**config.mk**
```make
export PLATFORM = sky130hd
export DESIGN_NAME = pbc_queue
export DESIGN_NICKNAME = d
export VERILOG_FILES = /design/src/hw/rtl/assert_macros.svh /design/src/hw/rtl/pbc_pkg.sv /design/src/hw/rtl/pbc_queue.sv
export SDC_FILE = /design/constraint.sdc
export NUM_CORES = 1
export LEC_CHECK = 0
export BUFFER_PORTS_ARGS = -buffer_cell sky130_fd_sc_hd__buf_2
export CORE_MARGIN = 2
export CORE_UTILIZATION = 50
export CTS_CLUSTER_DIAMETER = 150
export DETAILED_ROUTE_END_ITERATION = 10
export PLACE_DENSITY_LB_ADDON = 0.15
export SLEW_MARGIN = 10
export SYNTH_ARGS = -nofsm -noshare
export SYNTH_HDL_FRONTEND = slang
export SYNTH_SLANG_ARGS = --single-unit
export TNS_END_PERCENT = 30
```
**constraint.sdc**
```tcl
create_clock -name clock -period 2.2 [get_ports clock]
set_clock_uncertainty 0.05 [all_clocks]
set_input_delay 0.33 -clock clock [delete_from_list [all_inputs] [get_ports clock]]
set_output_delay 0.33 -clock clock [all_outputs]
set_load 0.03 [all_outputs]
```
**src/hw/rtl/assert_macros.svh**
```systemverilog
// Assertion helpers for the RTL; included by the top-level decoder.
`ifndef ASSERT_MACROS_SVH
`define ASSERT_MACROS_SVH

// Same-cycle implication, off while reset is high.
`define PBC_ASSERT_NOW(label, clk, rst, ante, cons) \
   label: assert property (@(posedge clk) disable iff (rst) (ante) |-> (cons)) \
      else $error("assertion failed: %m");

// Next-cycle implication, checked through reset too.
`define PBC_ASSERT_NEXT(label, clk, ante, cons) \
   label: assert property (@(posedge clk) (ante) |=> (cons)) \
      else $error("assertion failed: %m");

`endif

```
**src/hw/rtl/pbc_pkg.sv**
```systemverilog
package pbc_pkg;

   localparam int MAX_WIDTH_DEF  = 1024;
   localparam int MAX_PLANES_DEF = 8;

   localparam int WIDTH_CFG_W  = 11;
   localparam int HEIGHT_W     = 16;
   localparam int PLANES_CFG_W = 4;
   localparam int BYTE_W       = 8;
   localparam int CNT_W        = 8;
   localparam int WORD_W       = 16;
   localparam int LANE_W       = 64;
   localparam int LINE_W       = 2 * LANE_W;
   localparam int WCOL_W       = 6;
   localparam int VCNT_W       = 5;
   localparam int PSH_W        = 3;
   localparam int CSR_IDX_W    = 2;
   localparam int CSR_DATA_W   = 16;
   localparam int QUEUE_DEPTH  = 2;

   localparam logic [WIDTH_CFG_W-1:0]  WIDTH_RST  = 11'd320;
   localparam logic [HEIGHT_W-1:0]     HEIGHT_RST = 16'd200;
   localparam logic [PLANES_CFG_W-1:0] PLANES_RST = 4'd5;
   localparam logic                    RLE_RST    = 1'b1;

   localparam logic [BYTE_W-1:0] HDR_NOP  = 8'h80;
   localparam logic [BYTE_W:0]   REP_BASE = 9'd257;

   typedef enum logic [CSR_IDX_W-1:0] {
      CSR_WIDTH  = 2'd0,
      CSR_HEIGHT = 2'd1,
      CSR_PLANES = 2'd2,
      CSR_RLE    = 2'd3
   } csr_index_type;

   typedef enum logic [1:0] {
      PH_HEADER,
      PH_LITERAL,
      PH_REPEAT
   } rle_phase_type;

   typedef struct packed {
      logic [WIDTH_CFG_W-1:0]  image_width;
      logic [HEIGHT_W-1:0]     image_height;
      logic [PLANES_CFG_W-1:0] num_planes;
      logic                    rle_enable;
   } cfg_type;

   typedef struct packed {
      logic              start;
      logic [BYTE_W-1:0] body_byte;
      logic [CNT_W-1:0]  count;
   } cmd_type;

   typedef struct packed {
      logic has_word;
      logic emit;
      logic last;
      logic done;
   } word_ctl_type;

endpackage

```
**src/hw/rtl/pbc_queue.sv**
```systemverilog
module pbc_queue (
   input  logic             clock,
   input  logic             reset,
   input  logic             push_valid,
   output logic             push_ready,
   input  pbc_pkg::cmd_type push_cmd,
   output logic             pop_valid,
   input  logic             pop,
   output pbc_pkg::cmd_type pop_cmd
);
   import pbc_pkg::*;

   localparam int QPW = (QUEUE_DEPTH > 1) ? $clog2(QUEUE_DEPTH) : 1;
   localparam int QCW = $clog2(QUEUE_DEPTH + 1);

   cmd_type          slot_ff [QUEUE_DEPTH];
   logic [QPW-1:0]   wr_ptr_ff, wr_ptr_in, rd_ptr_ff, rd_ptr_in;
   logic [QCW-1:0]   count_ff, count_in;
   logic             do_push, do_pop;

   assign push_ready = (count_ff != QCW'(QUEUE_DEPTH));
   assign pop_valid  = (count_ff != '0);
   assign pop_cmd    = slot_ff[rd_ptr_ff];
   assign do_push    = push_valid && push_ready;
   assign do_pop     = pop && pop_valid;

   always_comb begin
      wr_ptr_in = wr_ptr_ff;
      rd_ptr_in = rd_ptr_ff;
      count_in  = count_ff;
      if (do_push) begin
         wr_ptr_in = (wr_ptr_ff == QPW'(QUEUE_DEPTH - 1)) ? '0 : wr_ptr_ff + QPW'(1);
      end
      if (do_pop) begin
         rd_ptr_in = (rd_ptr_ff == QPW'(QUEUE_DEPTH - 1)) ? '0 : rd_ptr_ff + QPW'(1);
      end
      if (do_push && !do_pop) begin
         count_in = count_ff + QCW'(1);
      end else if (do_pop && !do_push) begin
         count_in = count_ff - QCW'(1);
      end
   end

   always_ff @(posedge clock) begin
      if (do_push) begin
         slot_ff[wr_ptr_ff] <= push_cmd;
      end
   end

   always_ff @(posedge clock) begin
      if (reset) begin
         wr_ptr_ff <= '0;
         rd_ptr_ff <= '0;
         count_ff  <= '0;
      end else begin
         wr_ptr_ff <= wr_ptr_in;
         rd_ptr_ff <= rd_ptr_in;
         count_ff  <= count_in;
      end
   end

endmodule

```
# After elaboration in Yosys (flattened, before gate mapping)
# Memory sizes are Yosys's and may differ from the RTL's. A register that Yosys moved wholly into a read port is not among the register bits.
# Cells that the tools add are included.
[op_classes]
eq_ne = 1
muxes = 8
addsub = 4
reduce_logical = 8
[ops]
columns = ["cell", "n"]
rows = [
  ["two-way mux 1 bit", 6],
  ["logical AND 1 bit", 4],
  ["two-way mux 2 bit", 2],
  ["nonzero test 2 bit", 2],
  ["adder 1 bit, second input constant", 2],
  ["adder 2 x 1 -> 2 bit, second input constant", 1],
  ["zero test 1 bit", 2],
  ["inequality test 2 bit, second input constant", 1],
  ["subtractor 2 x 1 -> 2 bit, second input constant", 1],
]
[word_totals]
inputBits = 21
register_bits = 4
ramBits = 34
memories = 1
[memory_table]
columns = ["memory", "depth", "width", "read_ports", "rd_ports_with_merged_regs", "wr", "line_no", "source"]
rows = [
  ["slot_ff", 2, 17, 1, 1, 1, "pbc_queue.sv:16", "cmd_type slot_ff [QUEUE_DEPTH];"],
]

# Logic depth before layout (Yosys ltp)
[logic_depth]
depth_word = 6
ltp_mapped = 6
depth_no_buf = 6

# Least setup slack after synthesis
# OpenSTA, ideal clock, no wires.
[synth_path]
kind = "register to register"
start = "reg count_ff[0]"
end = "reg count_ff[1]"
required_time_ns = 2.080
period_less_slack_ns = 1.799
stages_incl_launch_ff = 6
setup_slack_ns = 0.401
t_arrival_ns = 1.679
path_cell_list = "dfxtp_1 nand2b_1 and2_1 ha_1 or3_1 a21oi_1"
[synth_via]
elab_chain_len = 5
[synth_rtl]
columns = ["item", "line_no", "source"]
rows = [
  ["start, declared", "pbc_queue.sv:18", "logic [QCW-1:0] count_ff, count_in;"],
  ["start signal, assigned", "pbc_queue.sv:58", "count_ff <= count_in;"],
  ["inequality test 2 bit *", "pbc_queue.sv:21", "assign push_ready = (count_ff != QCW'(QUEUE_DEPTH));"],
  ["named net push_ready", "pbc_queue.sv:5", "output logic push_ready,"],
  ["logical AND 1 bit *", "pbc_queue.sv:24", "assign do_push = push_valid && push_ready;"],
  ["named net do_push", "pbc_queue.sv:19", "logic do_push, do_pop;"],
  ["zero test 1 bit", "pbc_queue.sv:39", "end else if (do_pop && !do_push) begin"],
  ["logical AND 1 bit", "pbc_queue.sv:39", ""],
  ["nonzero test 2 bit (no line)", "-", ""],
]
# Mark *: on every way through the listed nets, which the timed path passes. The rest lies on a longest branch. The select of a mux whose other input is x is not followed.
# A chain may end at the register's enable or synchronous reset.

==> results.toml <==
[worst_setup_path]
cp_max_fo = 12
crit_path_end_kind = "output pin"
crit_family = "flip-flops"
reg2reg_depth = 5
path_cells = "buf_4 -> mux2_2 -> buf_2"
crit_buf_inv = 2
required_ps = 1820
crit_arrival_ps = 1590
start_kind = "flop"
cp_slowest_cell = "dfxtp_1"
crit_type = "flop to output pin"
max_stage_delay_ps = 460
cp.depth = 3

[sta]
min_period_over_period_pct = 89.4
slew_headroom_pct = 75.6
fin_crit_ps = 1970
hold_ws_ps = 133
rsz0062_at_grt = "no"
finalSetupTns_ps = 0
fin_ws_ps = 233
worst_slew_pin_slew_ps = 362
setup_viol = 0
fmax_mhz = 508
hold_viol_final = 0
drv_slew = 0

[clock_tree]
cts-resized-gates = 0
clockRootBuffer = "clkbuf_4"
clock_latency_ps = 320
cts_tree = "built"
clock_sinks = 39
h-tree-depth = 2
clkTransAtPathRegs_ps = 100
ctsHoldBuffers = 0
numCtsBuffers = 5
cts_max_path_buffers = 2
post-cts-setup-buffer-count = 0

[pwr]
irDropWorstVdd_mv = 0.763
p_per_area_mw_per_mm2 = 1150
leakagePower_uw = 0.000680
fin_total_pwr_uw = 2010

[worst_hold_path]
hp-class = "input pin to flop"
hold_depth = 1

[synth]
yosysWarnings = 0
ys_ff_latch = 39
ys_seq_area_share_pct = 77.4
yosysMostFrequentCell = "edfxtp_1"
yosysTopAreaCell = "edfxtp_1"
ys_top_cells_by_area = "edfxtp_1 (71%), mux2_2 (13%), dfxtp_1 (6.9%)"
synth_top_area_share_pct = 70.5
syn_nets = 99
synthCells = 77
synthArstFlopShare_pct = 0
ys_types = 18
synth_edf_count = 34
synth_commonest_cells = "edfxtp_1 (34), mux2_2 (17), dfxtp_1 (5), nor2_1 (3), xor2_1 (3)"
avgSynthCellArea_sq_um = 18.8
syn_area_sq_mm = 0.00145
synth_flop_cell = "edfxtp_1"

[floorplan]
rows = 19
die_h_microns = 57.8
start_util_pct = 52.5
dieArea_sq_mm = 0.00334
die_w_microns = 57.8
coreArea_sq_mm = 0.00276
io_pins = 40

[routing]
drc = 0
drtIter0Drc = 9
drtPass1Iterations = 3
wl_per_cell_microns = 13.6
vias = 785
final_antenna_net_count = 0
wl_microns = 2130
viasPerCell = 5.03

[global_routing]
grt_pass1_wl_microns = 3290
track_usage_pct = 13.9
grt_max_degree = 18
antenna_found_initial = 0
grt-ovfl-total = 0
grt_pass1_vias = 778

[final_layout]
diodes = 0
fillers = 223
syn_to_final_growth_pct = 20.3
drive_gt1_share_pct = 53.6
nNetsFinal = 146

[job]
cap_viol_max_count = 0

[placement]
portBuffers = 39
gp_congestion = 0.619
place_ws_ps = 537
hpwlAfterDp_microns = 1480

[run_status]
run_status = "completed"
[where the power goes]
part / internal [uW] / leakage (uW) / switching (uW)
combinational: 268 / 0.000292 / 437
clock: 125 / 0.0000293 / 202
sequential: 929 / 0.000359 / 50.3
total: 1320 / 0.000680 / 689
[registers in the layout, summed over array words and instances, names as in the netlist, named ones only]
name / flops
count_ff: 2
rd_ptr_ff: 1
slot_ff: 34
wr_ptr_ff: 1
[worst register-to-register path: stages (launching register included)]
cell and delay, ps:
dfxtp_1 360, nand2b_1 210, and2_1 190, ha_1 330, or3_1 350, a21oi_1 140
[area by class of cell]
| type | count | area, sq um | area share, % |
|---|---|---|---|
| well taps | 31 | 38.8 | 2.23 |
| clock buffers | 7 | 45.0 | 2.59 |
| clock inverters | 1 | 5.00 | 0.287 |
| repair buffers | 42 | 218 | 12.5 |
| inverters | 1 | 3.75 | 0.216 |
| flip-flops and latches | 39 | 1120 | 64.4 |
| multi-input cells | 35 | 310 | 17.8 |
[placed cells by master, fill, tap and decap left out]
master    instances
dfxtp_1           5
xor2_1            3
and2_1            1
inv_1             1
nand3b_1          1
clkbuf_1          2
or2_2             1
ha_1              1
and3_1            1
clkinv_2          1
a21bo_2           1
or3_1             1
clkbuf_4          5
buf_2            39
edfxtp_1         34
o21ai_0           2
mux2_2           17
a21oi_1           2
buf_4             3
nand2b_1          1
nor2_1            3
[cells by family (layout without fill, tap and decap cells)]
| group | after synthesis | count (layout) | synth area share [%] |
|---|---|---|---|
| multiplexers | 17 | 17 | 13.2 |
| AO/OA/AOI/OAI | 5 | 5 | 2.07 |
| buffers and inverters | 3 | 51 | 1.12 |
| AND/OR/NAND/NOR | 9 | 9 | 3.46 |
| XOR/XNOR | 3 | 3 | 1.82 |
| adder cells (fa/ha/maj) | 1 | 1 | 0.864 |
| flip-flops | 39 | 39 | 77.4 |
[stage by stage]
| step | cell area, sq um | cells | utilization (%) |
|---|---|---|---|
| after detailed placement | 1690 | 148 | 61.3 |
| after global routing | 1740 | 156 | 63.2 |
| after global placement | 1690 | 148 | 61.3 |
| final | 1740 | 156 | 63.2 |
| after CTS | 1740 | 156 | 63.2 |
| after floorplan | 1450 | 77 | - |
[layer usage]
layer  vias to the layer above  part of all wire (%)  wire, microns  GRT usage, %
li1                        386                     -              -             -
met4                         0                   2.6             56          8.97
met2                        22                    53           1130          23.9
met3                         8                   5.9            125          5.13
met1                       369                    38            815          14.2
met5                         -                     0              0             0
[path summary, 6_finish.rpt]
kind                    start       endpoint  slack, ps
setup / recovery         flop     pop_cmd[5]        230
setup reg to reg  count_ff[0]    count_ff[1]        530
hold reg to reg   count_ff[1]    count_ff[1]        470
hold / removal    push_cmd[9]  slot_ff[1][9]        130
No activity file was read; power rests on OpenSTA's default activity.
