--- src/hw/rtl/assert_macros.svh ---
// Assertion helpers for the RTL; included by the top-level decoder.
`ifndef ASSERT_MACROS_SVH
`define ASSERT_MACROS_SVH

// Same-cycle implication, off while reset is high.
`define PBC_ASSERT_NOW(label, clk, rst, ante, cons) \
   label: assert property (@(posedge clk) disable iff (rst) (ante) |-> (cons)) \
      else $error("assertion failed: %m");

// Next-cycle implication, checked through reset too.
`define PBC_ASSERT_NEXT(label, clk, ante, cons) \
   label: assert property (@(posedge clk) (ante) |=> (cons)) \
      else $error("assertion failed: %m");

`endif

--- src/hw/rtl/pbc_pkg.sv ---
package pbc_pkg;

   localparam int MAX_WIDTH_DEF  = 1024;
   localparam int MAX_PLANES_DEF = 8;

   localparam int WIDTH_CFG_W  = 11;
   localparam int HEIGHT_W     = 16;
   localparam int PLANES_CFG_W = 4;
   localparam int BYTE_W       = 8;
   localparam int CNT_W        = 8;
   localparam int WORD_W       = 16;
   localparam int LANE_W       = 64;
   localparam int LINE_W       = 2 * LANE_W;
   localparam int WCOL_W       = 6;
   localparam int VCNT_W       = 5;
   localparam int PSH_W        = 3;
   localparam int CSR_IDX_W    = 2;
   localparam int CSR_DATA_W   = 16;
   localparam int QUEUE_DEPTH  = 2;

   localparam logic [WIDTH_CFG_W-1:0]  WIDTH_RST  = 11'd320;
   localparam logic [HEIGHT_W-1:0]     HEIGHT_RST = 16'd200;
   localparam logic [PLANES_CFG_W-1:0] PLANES_RST = 4'd5;
   localparam logic                    RLE_RST    = 1'b1;

   localparam logic [BYTE_W-1:0] HDR_NOP  = 8'h80;
   localparam logic [BYTE_W:0]   REP_BASE = 9'd257;

   typedef enum logic [CSR_IDX_W-1:0] {
      CSR_WIDTH  = 2'd0,
      CSR_HEIGHT = 2'd1,
      CSR_PLANES = 2'd2,
      CSR_RLE    = 2'd3
   } csr_index_type;

   typedef enum logic [1:0] {
      PH_HEADER,
      PH_LITERAL,
      PH_REPEAT
   } rle_phase_type;

   typedef struct packed {
      logic [WIDTH_CFG_W-1:0]  image_width;
      logic [HEIGHT_W-1:0]     image_height;
      logic [PLANES_CFG_W-1:0] num_planes;
      logic                    rle_enable;
   } cfg_type;

   typedef struct packed {
      logic              start;
      logic [BYTE_W-1:0] body_byte;
      logic [CNT_W-1:0]  count;
   } cmd_type;

   typedef struct packed {
      logic has_word;
      logic emit;
      logic last;
      logic done;
   } word_ctl_type;

endpackage

--- src/hw/rtl/pbc_front.sv ---
module pbc_front (
   input  logic                      clock,
   input  logic                      reset,
   input  logic                      req_valid,
   output logic                      req_ready,
   input  logic [pbc_pkg::BYTE_W-1:0] req_body_byte,
   input  logic                      req_start_of_body,
   input  logic                      rle_enable,
   output logic                      push_valid,
   input  logic                      push_ready,
   output pbc_pkg::cmd_type          push_cmd
);
   import pbc_pkg::*;

   rle_phase_type     phase_ff, phase_in, phase_cur;
   logic [CNT_W-1:0]  rem_ff, rem_in, rem_cur;
   logic              accept;

   assign req_ready  = push_ready;
   assign push_valid = req_valid;
   assign accept     = req_valid && push_ready;

   always_comb begin
      phase_cur = req_start_of_body ? PH_HEADER : phase_ff;
      rem_cur   = req_start_of_body ? '0 : rem_ff;
   end

   always_comb begin
      phase_in = phase_ff;
      rem_in   = rem_ff;
      if (accept) begin
         phase_in = phase_cur;
         rem_in   = rem_cur;
         if (rle_enable) begin
            case (phase_cur)
               PH_LITERAL: begin
                  if (rem_cur == '0) begin
                     phase_in = PH_HEADER;
                  end else begin
                     rem_in = rem_cur - CNT_W'(1);
                  end
               end
               PH_REPEAT: begin
                  rem_in   = '0;
                  phase_in = PH_HEADER;
               end
               PH_HEADER: begin
                  if (!req_body_byte[BYTE_W-1]) begin
                     rem_in   = req_body_byte;
                     phase_in = PH_LITERAL;
                  end else if (req_body_byte != HDR_NOP) begin
                     rem_in   = CNT_W'(REP_BASE - {1'b0, req_body_byte});
                     phase_in = PH_REPEAT;
                  end
               end
               default: begin
                  phase_in = PH_HEADER;
               end
            endcase
         end
      end
   end

   always_comb begin
      push_cmd.start     = req_start_of_body;
      push_cmd.body_byte = req_body_byte;
      push_cmd.count     = '0;
      if (!rle_enable) begin
         push_cmd.count = CNT_W'(1);
      end else begin
         case (phase_cur)
            PH_LITERAL: push_cmd.count = CNT_W'(1);
            PH_REPEAT:  push_cmd.count = rem_cur;
            default:    push_cmd.count = '0;
         endcase
      end
   end

   always_ff @(posedge clock) begin
      if (reset) begin
         phase_ff <= PH_HEADER;
         rem_ff   <= '0;
      end else begin
         phase_ff <= phase_in;
         rem_ff   <= rem_in;
      end
   end

endmodule

--- config.mk ---
export PLATFORM = sky130hd
export DESIGN_NAME = pbc_front
export DESIGN_NICKNAME = d
export VERILOG_FILES = /design/src/hw/rtl/assert_macros.svh /design/src/hw/rtl/pbc_pkg.sv /design/src/hw/rtl/pbc_front.sv
export SDC_FILE = /design/constraint.sdc
export NUM_CORES = 1
export LEC_CHECK = 0
export BUFFER_PORTS_ARGS = -buffer_cell sky130_fd_sc_hd__buf_2
export CAP_MARGIN = 20
export CORE_MARGIN = 8
export CORE_UTILIZATION = 35
export CTS_CLUSTER_DIAMETER = 60
export DETAILED_ROUTE_END_ITERATION = 8
export GPL_ROUTABILITY_DRIVEN = 0
export PLACE_DENSITY = 0.67
export SYNTH_ARGS = -nofsm -noshare
export SYNTH_HDL_FRONTEND = slang
export SYNTH_SLANG_ARGS = --single-unit
--- constraint.sdc ---
create_clock -name clock -period 2.4 [get_ports clock]
set_input_delay 0.36 -clock clock [delete_from_list [all_inputs] [get_ports clock]]
set_output_delay 0.36 -clock clock [all_outputs]
set_load 0.05 [all_outputs]
# --- After elaboration in Yosys (flattened, before gate mapping) ---
# Index checks and enable logic that the tools add are counted.
totals:
  reg_bits: 10
  latch_bits: 0
  ramBits: 0
  rom_bits: 0
  out_inout_bits: 19
  word_cells: 24
  mem_count: 0
classes:
  addsub: 2
  mul: 0
  n_div: 0
  magnitude_cmp: 0
  eq_ne: 3
  n_shift: 0
  n_mux: 14
  bitwise: 0
  n_reduce_logical: 3
ops:
  columns: ["cell", "n"]
  rows:
  - ["$mux W8", 6]
  - ["$pmux W8 S3", 1]
  - ["$pmux W8 S2", 1]
  - ["$mux W2", 5]
  - ["$logic_not A8 Y1", 1]
  - ["$ne A8 B8 Y1 const B", 1]
  - ["$sub A1 B8 Y8 const A", 1]
  - ["$sub A8 B1 Y8 const B", 1]
  - ["$pmux W2 S2", 1]
  - ["$eq A2 B1 Y1 const B", 1]
  - ["$eq A2 B2 Y1 const B", 1]
  - ["$logic_not A2 Y1", 1]
  - ["$logic_and A1 B1 Y1", 1]

# --- Depth between registers and ports, before layout ---
# Gate-level depths: netlist of the first run.
depth:
  word_depth: 5
  ltp_mapped: 10

# --- Worst setup path before layout of the first run ---
# Ideal clock, no wire load.
synth_path:
  path_kind: "input port to output port"
  start: "input port req_start_of_body"
  end: "output port push_cmd[0] (netlist bit)"
  arrival_time_ns: 2.275
  required_ns: 2.040
  path_slack_ns: -0.235
  stages: 6
  cell_sequence: "inv_2 clkbuf_1 nand2_1 ha_1 inv_1 o21ai_0"
synth_rtl:
  columns: ["item", "line_no", "text"]
  rows:
  - ["from (decl)", "pbc_front.sv:7", "input logic req_start_of_body,"]
  - ["to (decl)", "pbc_front.sv:11", "output pbc_pkg::cmd_type push_cmd"]

==> results of run 1 <==
[area by class of cell]
type | instances | share of cell area [%]
multi-input cells | 149 | 62.8
repair buffers | 38 | 13.9
flip-flops and latches | 10 | 13.6
well taps | 48 | 4.08
clock buffers | 4 | 3.74
inverters | 7 | 1.79
[through the flow]
stage,utilization (%),setup slack (ns)
final,40.8,0.220
after global routing,40.8,0.0949
after CTS,40.8,0.221
after detailed placement,39.3,0.222
after global placement,39.3,0.238
after floorplan,-,0.145
[metal layers]
layer	vias up	track usage [%]	part of all wire (%)
li1	730	-	-
met1	730	17.5	42
met2	93	21.8	47
met3	14	3.15	9.1
met4	0	5.19	2.1
met5	-	0	0
[power groups by stage]
| stage | clock network, uW | registers (uW) | logic [uW] |
|---|---|---|---|
| floorplan | 0 | 182 | 165 |
| global placement | 0 | 189 | 206 |
| detailed placement | 0 | 189 | 207 |
| CTS | 220 | 185 | 208 |
| global route | 226 | 187 | 229 |
| finish | 217 | 186 | 211 |
[state kept, by name (all words and copies together), names as in the netlist]
signal    flops
phase_ff      2
rem_ff        8
[critical path: stages]
cell and delay (ns):
buf_2 0.11, inv_2 0.16, nand2_1 0.13, ha_1 0.33, and4_1 0.30, and2_1 0.16
buf_2 0.26
[worst max-delay path by stage]
stage	start	slack, ns	endpoint	cells after the start
6_report	req_start_of_body	0.22	push_cmd[6]	7
5_1_grt	req_start_of_body	0.09	push_cmd[7]	7
2_1_floorplan	req_start_of_body	0.15	push_cmd[0]	6
3_3_place_gp	req_start_of_body	0.24	phase_ff[0]	7
4_1_cts	req_start_of_body	0.22	push_cmd[7]	7
3_5_place_dp	req_start_of_body	0.22	push_cmd[7]	7
[Yosys cell counts, drive strengths merged (2+ instances only)]
| cell type | number |
|---|---|
| a2111oi | 2 |
| a21oi | 14 |
| a221oi | 3 |
| a311oi | 7 |
| a31oi | 5 |
| a32oi | 2 |
| and2 | 7 |
| and3 | 2 |
| and4 | 2 |
| buf | 15 |
| clkbuf | 9 |
| dfxtp | 10 |
| ha | 6 |
| inv | 7 |
| nand2 | 24 |
| nand3 | 6 |
| nand4 | 2 |
| nor2 | 14 |
| nor2b | 4 |
| nor3 | 3 |
| nor3b | 3 |
| nor4 | 4 |
| o211ai | 3 |
| o21ai | 15 |
| o31ai | 3 |
| or3 | 3 |
[logic make-up after synthesis]
logic type	count (synthesis)	synth area share, %
AND/OR/NAND/NOR	79	32.4
XOR/XNOR	2	1.36
flip-flops	10	15.5
AO/OA/AOI/OAI	61	31.3
buffers and inverters	31	12.8
adder cells (fa/ha/maj)	6	5.82
multiplexers	1	0.776
==> run_results.csv, run 1 <==
group,metric,value,unit
run_status,run_status,"finished clean",
synthesis,ys_top_cells_by_area,"dfxtp_1 16%, buf_4 7.0%, nand2_1 7.0%, ha_1 5.8%, a21oi_1 5.4%",
global_route,antenna_found_initial,0,
clock_tree,cts_tree,"done",
floorplanning,io_pins,33,
power_and_ir_drop,clkPwrFrac,35.3,%
finish,antenna_cells,0,
synthesis,ys_seq_area_share,15.5,%
floorplanning,die_area,5880,um^2
worst_setup_path,regToRegEndpoint,"rem_ff[4]",
power_and_ir_drop,seq_power_share,30.3,%
sta,max_freq,459,MHz
clock_tree,cts_resized,0,
sta,fin_hold_ws,0.460,ns
synthesis,ys_ff_latch,10,
finish,final.fill_count,389,
sta,fin_crit,2.18,ns
sta,rsz0062_at_grt,"no",
min_path,min_path_type,"in -> reg",
clock_tree,cts.reportedPaths.clkPinSlew,0.05,ns
place,portBuffers,32,
sta,finalClockSkew,0.00182,ns
synthesis,synth_top_area_cell,"dfxtp_1",
job,cap_violations,0,
finish,drive_above_1_share,22.6,%
worst_setup_path,critPathRequiredTime,2.04,ns
route,drt-initial-drc-count,227,
power_and_ir_drop,p_sw,229,uW
global_route,grt_max_degree,16,
global_route,grt_util_all_layers,13.7,%
place,post-place-cells,252,
synthesis,syn_nets,210,
min_path,whs_path_depth,2,
sta,worst_slew_pin_slew,0.607,ns
floorplanning,core,3610,um^2
global_route,grt_pass1_wl,6.85,mm
power_and_ir_drop,power,615,uW
clock_tree,clk_path_buf_depth,2,
min_path,hold_start,"reset",
synthesis,post-synth-top-area-fraction,15.5,%
clock_tree,clk_latency,0.24,ns
finish,nets,229,
global_route,grt_overflow,0,
power_and_ir_drop,p_comb_share,34.4,%
route,totalWireLength,4.22,mm
power_and_ir_drop,p_per_area,418,nW/um^2
worst_setup_path,r2r_cells,7,
synthesis,synthesis.area,1290,um^2
route,drc,0,
worst_setup_path,end_kind,"output port",
synthesis,synth_cell_types,47,
worst_setup_path,path_max_fanout,12,
power_and_ir_drop,irDropWorstVdd,0.000213,V
clock_tree,clock_sinks,10,
floorplanning,die_w,76.7,um
finish,area.sequential,200,um^2
clock_tree,hold_buffers,0,
synthesis,synth_cells,190,
power_and_ir_drop,internal-power,386,uW
synthesis,synth_edf_count,0,
finish,fin_area,1470,um^2
route,firstDrtPassIters,6,
power_and_ir_drop,p_leak,0.000604,uW
floorplanning,die-height,76.7,um
route,vias,1567,
sta,setup_tns,0,ns
clock_tree,post-cts-setup-buffers,0,
place,dp.final_hpwl,3.09,mm
finish,final_cell_mix,"32 x buf_2, 24 x nand2_1, 14 x nor2_1, 14 x a21oi_1, 13 x o21ai_0",
floorplanning,rows,22,
floorplanning,initial_core_util,35.8,%
clock_tree,htreeDepth,1,
worst_setup_path,r2r_start,"rem_ff[1]",
finish,stdcell_count,256,
sta,report.final.hold_viol_count,0,
clock_tree,clock-root-buffer,"clkbuf_8",
sta,final-max-slew-violation-count,0,
synthesis,ys_dominant_reg_cell,"dfxtp_1",
clock_tree,cts_buffers,3,
synthesis,async_flop_share,0,%
finish,final_common_cell,"buf_2",
synthesis,ys.warnings.count,0,
sta,setup_violations,0,
synthesis,syn_area_per_cell,6.79,um^2
power_and_ir_drop,switching_share,37.2,%
worst_setup_path,startpoint_type,"input pin",
route,avgRoutedWirePerCell,16.5,um
route,viasPerCell,6.12,
finish,multi_input_area,925,um^2
min_path,min_to,"phase_ff[1]",
worst_setup_path,crit_type,"in -> out",
worst_setup_path,cp_data_arrival_time,1.82,ns
sta,slew_headroom,59.2,%
worst_setup_path,rrSetupSlack,0.36,ns
sta,period_share,90.8,%
route,ant_nets,0,
place,placed_area,1420,um^2
finish,area_delta_synth_final,14.1,%
global_route,grt_pass1_vias,1435,
No activity file was read; power rests on OpenSTA's default activity.
==> run 2: changes to the inputs <==
--- a/config.mk
+++ b/config.mk
@@ -7,12 +7,14 @@
 export LEC_CHECK = 0
 export BUFFER_PORTS_ARGS = -buffer_cell sky130_fd_sc_hd__buf_2
 export CAP_MARGIN = 20
+export CELL_PAD_IN_SITES_DETAIL_PLACEMENT = 0
+export CELL_PAD_IN_SITES_GLOBAL_PLACEMENT = 1
 export CORE_MARGIN = 8
 export CORE_UTILIZATION = 35
 export CTS_CLUSTER_DIAMETER = 60
 export DETAILED_ROUTE_END_ITERATION = 8
 export GPL_ROUTABILITY_DRIVEN = 0
-export PLACE_DENSITY = 0.67
+export PLACE_DENSITY = 0.86
 export SYNTH_ARGS = -nofsm -noshare
 export SYNTH_HDL_FRONTEND = slang
 export SYNTH_SLANG_ARGS = --single-unit
==> run 2 against run 1 <==
Core utilization down 0.17 points. Register-to-register slack better by 0.11 ns. Power down 5.6%. Clock power down 17%. Cell area down 0.42%. Clock skew about the same. First-iteration DRC count down 20%. Wire length up 1.8%. Die area unchanged. Via count down 3.5%.
==> run_results.csv, run 2 (synthesis gave the netlist of run 1 again) <==
group,metric,value,unit
run_status,run_status,"finished clean",
floorplanning,io_pins,33,
power_and_ir_drop,irDropWorstVdd,0.000137,V
power_and_ir_drop,p_per_area,396,nW/um^2
finish,utilization,40.6,%
global_route,grt_pass1_vias,1442,
clock_tree,post-cts-setup-buffers,0,
finish,drive_above_1_share,22.6,%
clock_tree,cts_tree,"done",
floorplanning,rows,22,
sta,fin_ws,0.241,ns
global_route,grt_util_all_layers,14.2,%
power_and_ir_drop,p_leak,0.000602,uW
worst_setup_path,regToRegEndpoint,"rem_ff[6]",
sta,worst_slew_pin_slew,0.661,ns
clock_tree,hold_buffers,0,
floorplanning,initial_core_util,35.8,%
finish,nets,230,
finish,antenna_cells,0,
clock_tree,cts.reportedPaths.clkPinSlew,0.05,ns
route,drt-initial-drc-count,181,
worst_setup_path,path_max_fanout,6,
place,dp.final_hpwl,3.21,mm
finish,multi_input_area,925,um^2
floorplanning,die-height,76.7,um
route,ant_nets,0,
finish,area.sequential,200,um^2
finish,top_register,"rem_ff",
sta,setup_violations,0,
worst_setup_path,end_kind,"output port",
worst_setup_path,critPathRequiredTime,2.04,ns
floorplanning,die_w,76.7,um
route,totalWireLength,4.30,mm
finish,final.fill_count,407,
global_route,grt_overflow,0,
sta,final-max-slew-violation-count,0,
worst_setup_path,r2r_start,"rem_ff[2]",
clock_tree,clock_sinks,10,
finish,final_common_cell,"buf_2",
worst_setup_path,startpoint_type,"register",
finish,final_cell_mix,"32 x buf_2, 24 x nand2_1, 14 x nor2_1, 14 x a21oi_1, 13 x o21ai_0",
route,drc,0,
clock_tree,htreeDepth,1,
global_route,antenna_found_initial,0,
clock_tree,cts_resized,0,
worst_setup_path,r2r_cells,4,
finish,reg_top3,"rem_ff x8, phase_ff x2",
floorplanning,die_area,5880,um^2
global_route,grt_max_degree,16,
min_path,min_to,"phase_ff[1]",
sta,max_freq,463,MHz
min_path,hold_start,"reset",
sta,slew_headroom,55.6,%
clock_tree,clk_latency,0.24,ns
floorplanning,core,3610,um^2
worst_setup_path,rrSetupSlack,0.47,ns
finish,fin_area,1470,um^2
sta,fin_crit,2.16,ns
route,avgRoutedWirePerCell,16.8,um
worst_setup_path,cp_data_arrival_time,1.80,ns
sta,report.final.hold_viol_count,0,
place,placed_area,1420,um^2
finish,largest_register_ffs,8,
place,place_ws,0.253,ns
route,firstDrtPassIters,5,
job,cap_violations,0,
sta,period_share,90.0,%
route,vias,1512,
finish,area_delta_synth_final,13.6,%
sta,finalClockSkew,0.00169,ns
clock_tree,clk_path_buf_depth,2,
route,viasPerCell,5.91,
min_path,whs_path_depth,2,
global_route,grt_pass1_wl,7.02,mm
worst_setup_path,crit_type,"reg -> out",
clock_tree,cts_buffers,3,
sta,rsz0062_at_grt,"no",
place,portBuffers,32,
clock_tree,clock-root-buffer,"clkbuf_8",
min_path,min_path_type,"in -> reg",
sta,setup_tns,0,ns
run 2: worst max-delay path by stage:
stage | from | to | slack, ns | depth (start not counted)
floorplan | req_start_of_body | push_cmd[0] | 0.15 | 6
global placement | req_start_of_body | push_cmd[4] | 0.29 | 7
detailed placement | req_body_byte[2] | phase_ff[0] | 0.25 | 6
CTS | phase_ff[1] | push_cmd[5] | 0.23 | 5
global route | phase_ff[1] | push_cmd[5] | 0.12 | 5
finish | phase_ff[1] | push_cmd[5] | 0.24 | 5
run 2: where the power goes:
group	internal (uW)	switching (uW)
logic	69.4	147
clock network	110	70.6
registers	173	9.65
total	353	227
run 2: final cells by class:
cell class,count,area share [%]
repair buffers,39,14.5
inverters,7,1.79
multi-input cells,149,63.1
flip-flops and latches,10,13.7
well taps,48,4.10
clock buffers,3,2.82
run 2: per-layer routing:
layer / global-route usage, % / part of all wire [%] / up-vias
li1: - / - / 736
met1: 19.2 / 46 / 665
met2: 21.3 / 45 / 100
met3: 1.63 / 7.1 / 11
met4: 7.50 / 2.4 / 0
met5: 0 / 0 / -
run 2: metrics by stage:
stage | cells | power, uW | hold WS (ns)
after floorplan | 190 | 346 | 0.436
after global placement | 253 | 400 | 0.538
after detailed placement | 253 | 399 | 0.538
after CTS | 256 | 581 | 0.455
after global routing | 256 | 608 | 0.461
final | 256 | 580 | 0.456
run 2: worst max-delay path: stages (launching register included):
cell     delay [ns]
dfxtp_1        0.39
nand2_1        0.12
ha_1           0.35
and4_1         0.29
and2_1         0.15
buf_2          0.26
==> run 3: changes to the inputs <==
--- a/config.mk
+++ b/config.mk
@@ -10,11 +10,11 @@
 export CELL_PAD_IN_SITES_DETAIL_PLACEMENT = 0
 export CELL_PAD_IN_SITES_GLOBAL_PLACEMENT = 1
 export CORE_MARGIN = 8
-export CORE_UTILIZATION = 35
+export CORE_UTILIZATION = 37
 export CTS_CLUSTER_DIAMETER = 60
 export DETAILED_ROUTE_END_ITERATION = 8
 export GPL_ROUTABILITY_DRIVEN = 0
-export PLACE_DENSITY = 0.86
+export PLACE_DENSITY = 0.9
 export SYNTH_ARGS = -nofsm -noshare
 export SYNTH_HDL_FRONTEND = slang
 export SYNTH_SLANG_ARGS = --single-unit
==> run 3 against run 2 <==
Sequential share of layout area rose by 0.27 points. Cell count fell by 1.2%. Worst setup slack got worse by 0.049 ns. Wire length decreased by 5.1%. Core utilization is 2.4 points higher.
==> run_results.csv, run 3 (synthesis gave the netlist of run 1 again) <==
group,metric,value,unit
global_route,grt_pass1_vias,1357,
place,placed_area,1410,um^2
route,drc,0,
sta,setup_tns,0,ns
clock_tree,cts_tree,"done",
power_and_ir_drop,p_leak,0.000588,uW
clock_tree,cts.reportedPaths.clkPinSlew,0.07,ns
global_route,met3_usage,5.06,%
sta,report.final.hold_viol_count,0,
route,drt-initial-drc-count,153,
global_route,antenna_found_initial,0,
run_status,run_status,"finished clean",
worst_setup_path,critPathRequiredTime,2.04,ns
clock_tree,clock_sinks,10,
power_and_ir_drop,irDropWorstVdd,0.000225,V
finish,multi_input_area,925,um^2
sta,fin_crit,2.21,ns
finish,final.fill_count,367,
finish,utilization,43.0,%
route,totalWireLength,4.08,mm
global_route,met2_usage,23.1,%
clock_tree,cts_buffers,3,
finish,final_common_cell,"buf_2",
floorplanning,core,3340,um^2
finish,reg_top3,"rem_ff x8, phase_ff x2",
finish,area.sequential,200,um^2
worst_setup_path,startpoint_type,"register",
floorplanning,die_area,5630,um^2
worst_setup_path,path_max_fanout,6,
global_route,grt_util_all_layers,14.7,%
route,viasPerCell,5.91,
finish,nets,229,
clock_tree,clk_latency,0.28,ns
clock_tree,clock-root-buffer,"clkbuf_4",
global_route,grt_pass1_wl,6.40,mm
min_path,min_path_type,"in -> reg",
worst_setup_path,crit_type,"reg -> out",
floorplanning,die-height,75.0,um
global_route,grt_overflow,0,
finish,drive_above_1_share,22.2,%
place,dp.final_hpwl,3.15,mm
floorplanning,rows,21,
place,place_ws,0.176,ns
sta,worst_slew_pin_slew,0.574,ns
clock_tree,cts_resized,0,
sta,finalClockSkew,0.00984,ns
clock_tree,post-cts-setup-buffers,0,
sta,slew_headroom,61.4,%
route,avgRoutedWirePerCell,16.1,um
clock_tree,htreeDepth,1,
worst_setup_path,end_kind,"output port",
finish,top_register,"rem_ff",
power_and_ir_drop,p_per_area,356,nW/um^2
global_route,grt_max_degree,16,
global_route,met1_usage,18.1,%
sta,setup_violations,0,
place,portBuffers,32,
sta,rsz0062_at_grt,"no",
clock_tree,clk_path_buf_depth,2,
route,vias,1494,
floorplanning,initial_core_util,38.7,%
sta,final-max-slew-violation-count,0,
floorplanning,die_w,75.0,um
finish,area_delta_synth_final,11.3,%
finish,largest_register_ffs,8,
job,cap_violations,0,
sta,period_share,92.0,%
route,ant_nets,0,
finish,antenna_cells,0,
clock_tree,hold_buffers,0,
worst_setup_path,cp_data_arrival_time,1.85,ns
finish,fin_area,1440,um^2
floorplanning,io_pins,33,
sta,max_freq,453,MHz
finish,final_cell_mix,"32 x buf_2, 24 x nand2_1, 14 x nor2_1, 14 x a21oi_1, 13 x o21ai_0",
sta,fin_ws,0.192,ns
route,firstDrtPassIters,4,
global_route,busiest_layer,"met2",
-- run 3: layout make-up --
| type | instances | share of cell area [%] |
|---|---|---|
| Clock buffer | 3 | 1.57 |
| Inverter | 7 | 1.83 |
| Multi-Input combinational cell | 149 | 64.4 |
| Sequential cell | 10 | 13.9 |
| Tap cell | 46 | 4.01 |
| Timing Repair Buffer | 38 | 14.3 |
-- run 3: metrics by stage --
step                      instances  hold WS (ns)  power [uW]
after floorplan                 190         0.436         346
after global placement          250         0.527         396
after detailed placement        250         0.533         395
after CTS                       253         0.413         515
after global routing            253         0.436         549
final                           253         0.421         512
-- run 3: worst paths after layout --
kind                                  start           to  slack (ns)  cells past startpoint
worst min register to register    rem_ff[7]    rem_ff[7]        0.54                      2
worst min-delay path                  reset  phase_ff[1]        0.42                      2
worst max register to register    rem_ff[1]    rem_ff[4]        0.27                      7
worst max-delay path            phase_ff[1]  push_cmd[7]        0.19                      5
-- run 3: routing by layer --
| metal | share of wire (%) | vias up |
|---|---|---|
| li1 | - | 729 |
| met1 | 42 | 685 |
| met2 | 48 | 67 |
| met3 | 8.0 | 13 |
| met4 | 2.4 | 0 |
| met5 | 0 | - |
-- run 3: power by group --
part,total (uW),leakage (uW),switching [uW],internal [uW]
clock network,117,0.0000138,58.8,58.0
logic,209,0.000493,141,67.5
registers,186,0.0000815,12.9,173
-- run 3: critical path, cell delays in order (launching register included) --
cell and delay, ns:
dfxtp_1 0.41, nand2_1 0.12, ha_1 0.32, and4_1 0.29, and2_1 0.16, buf_2 0.26
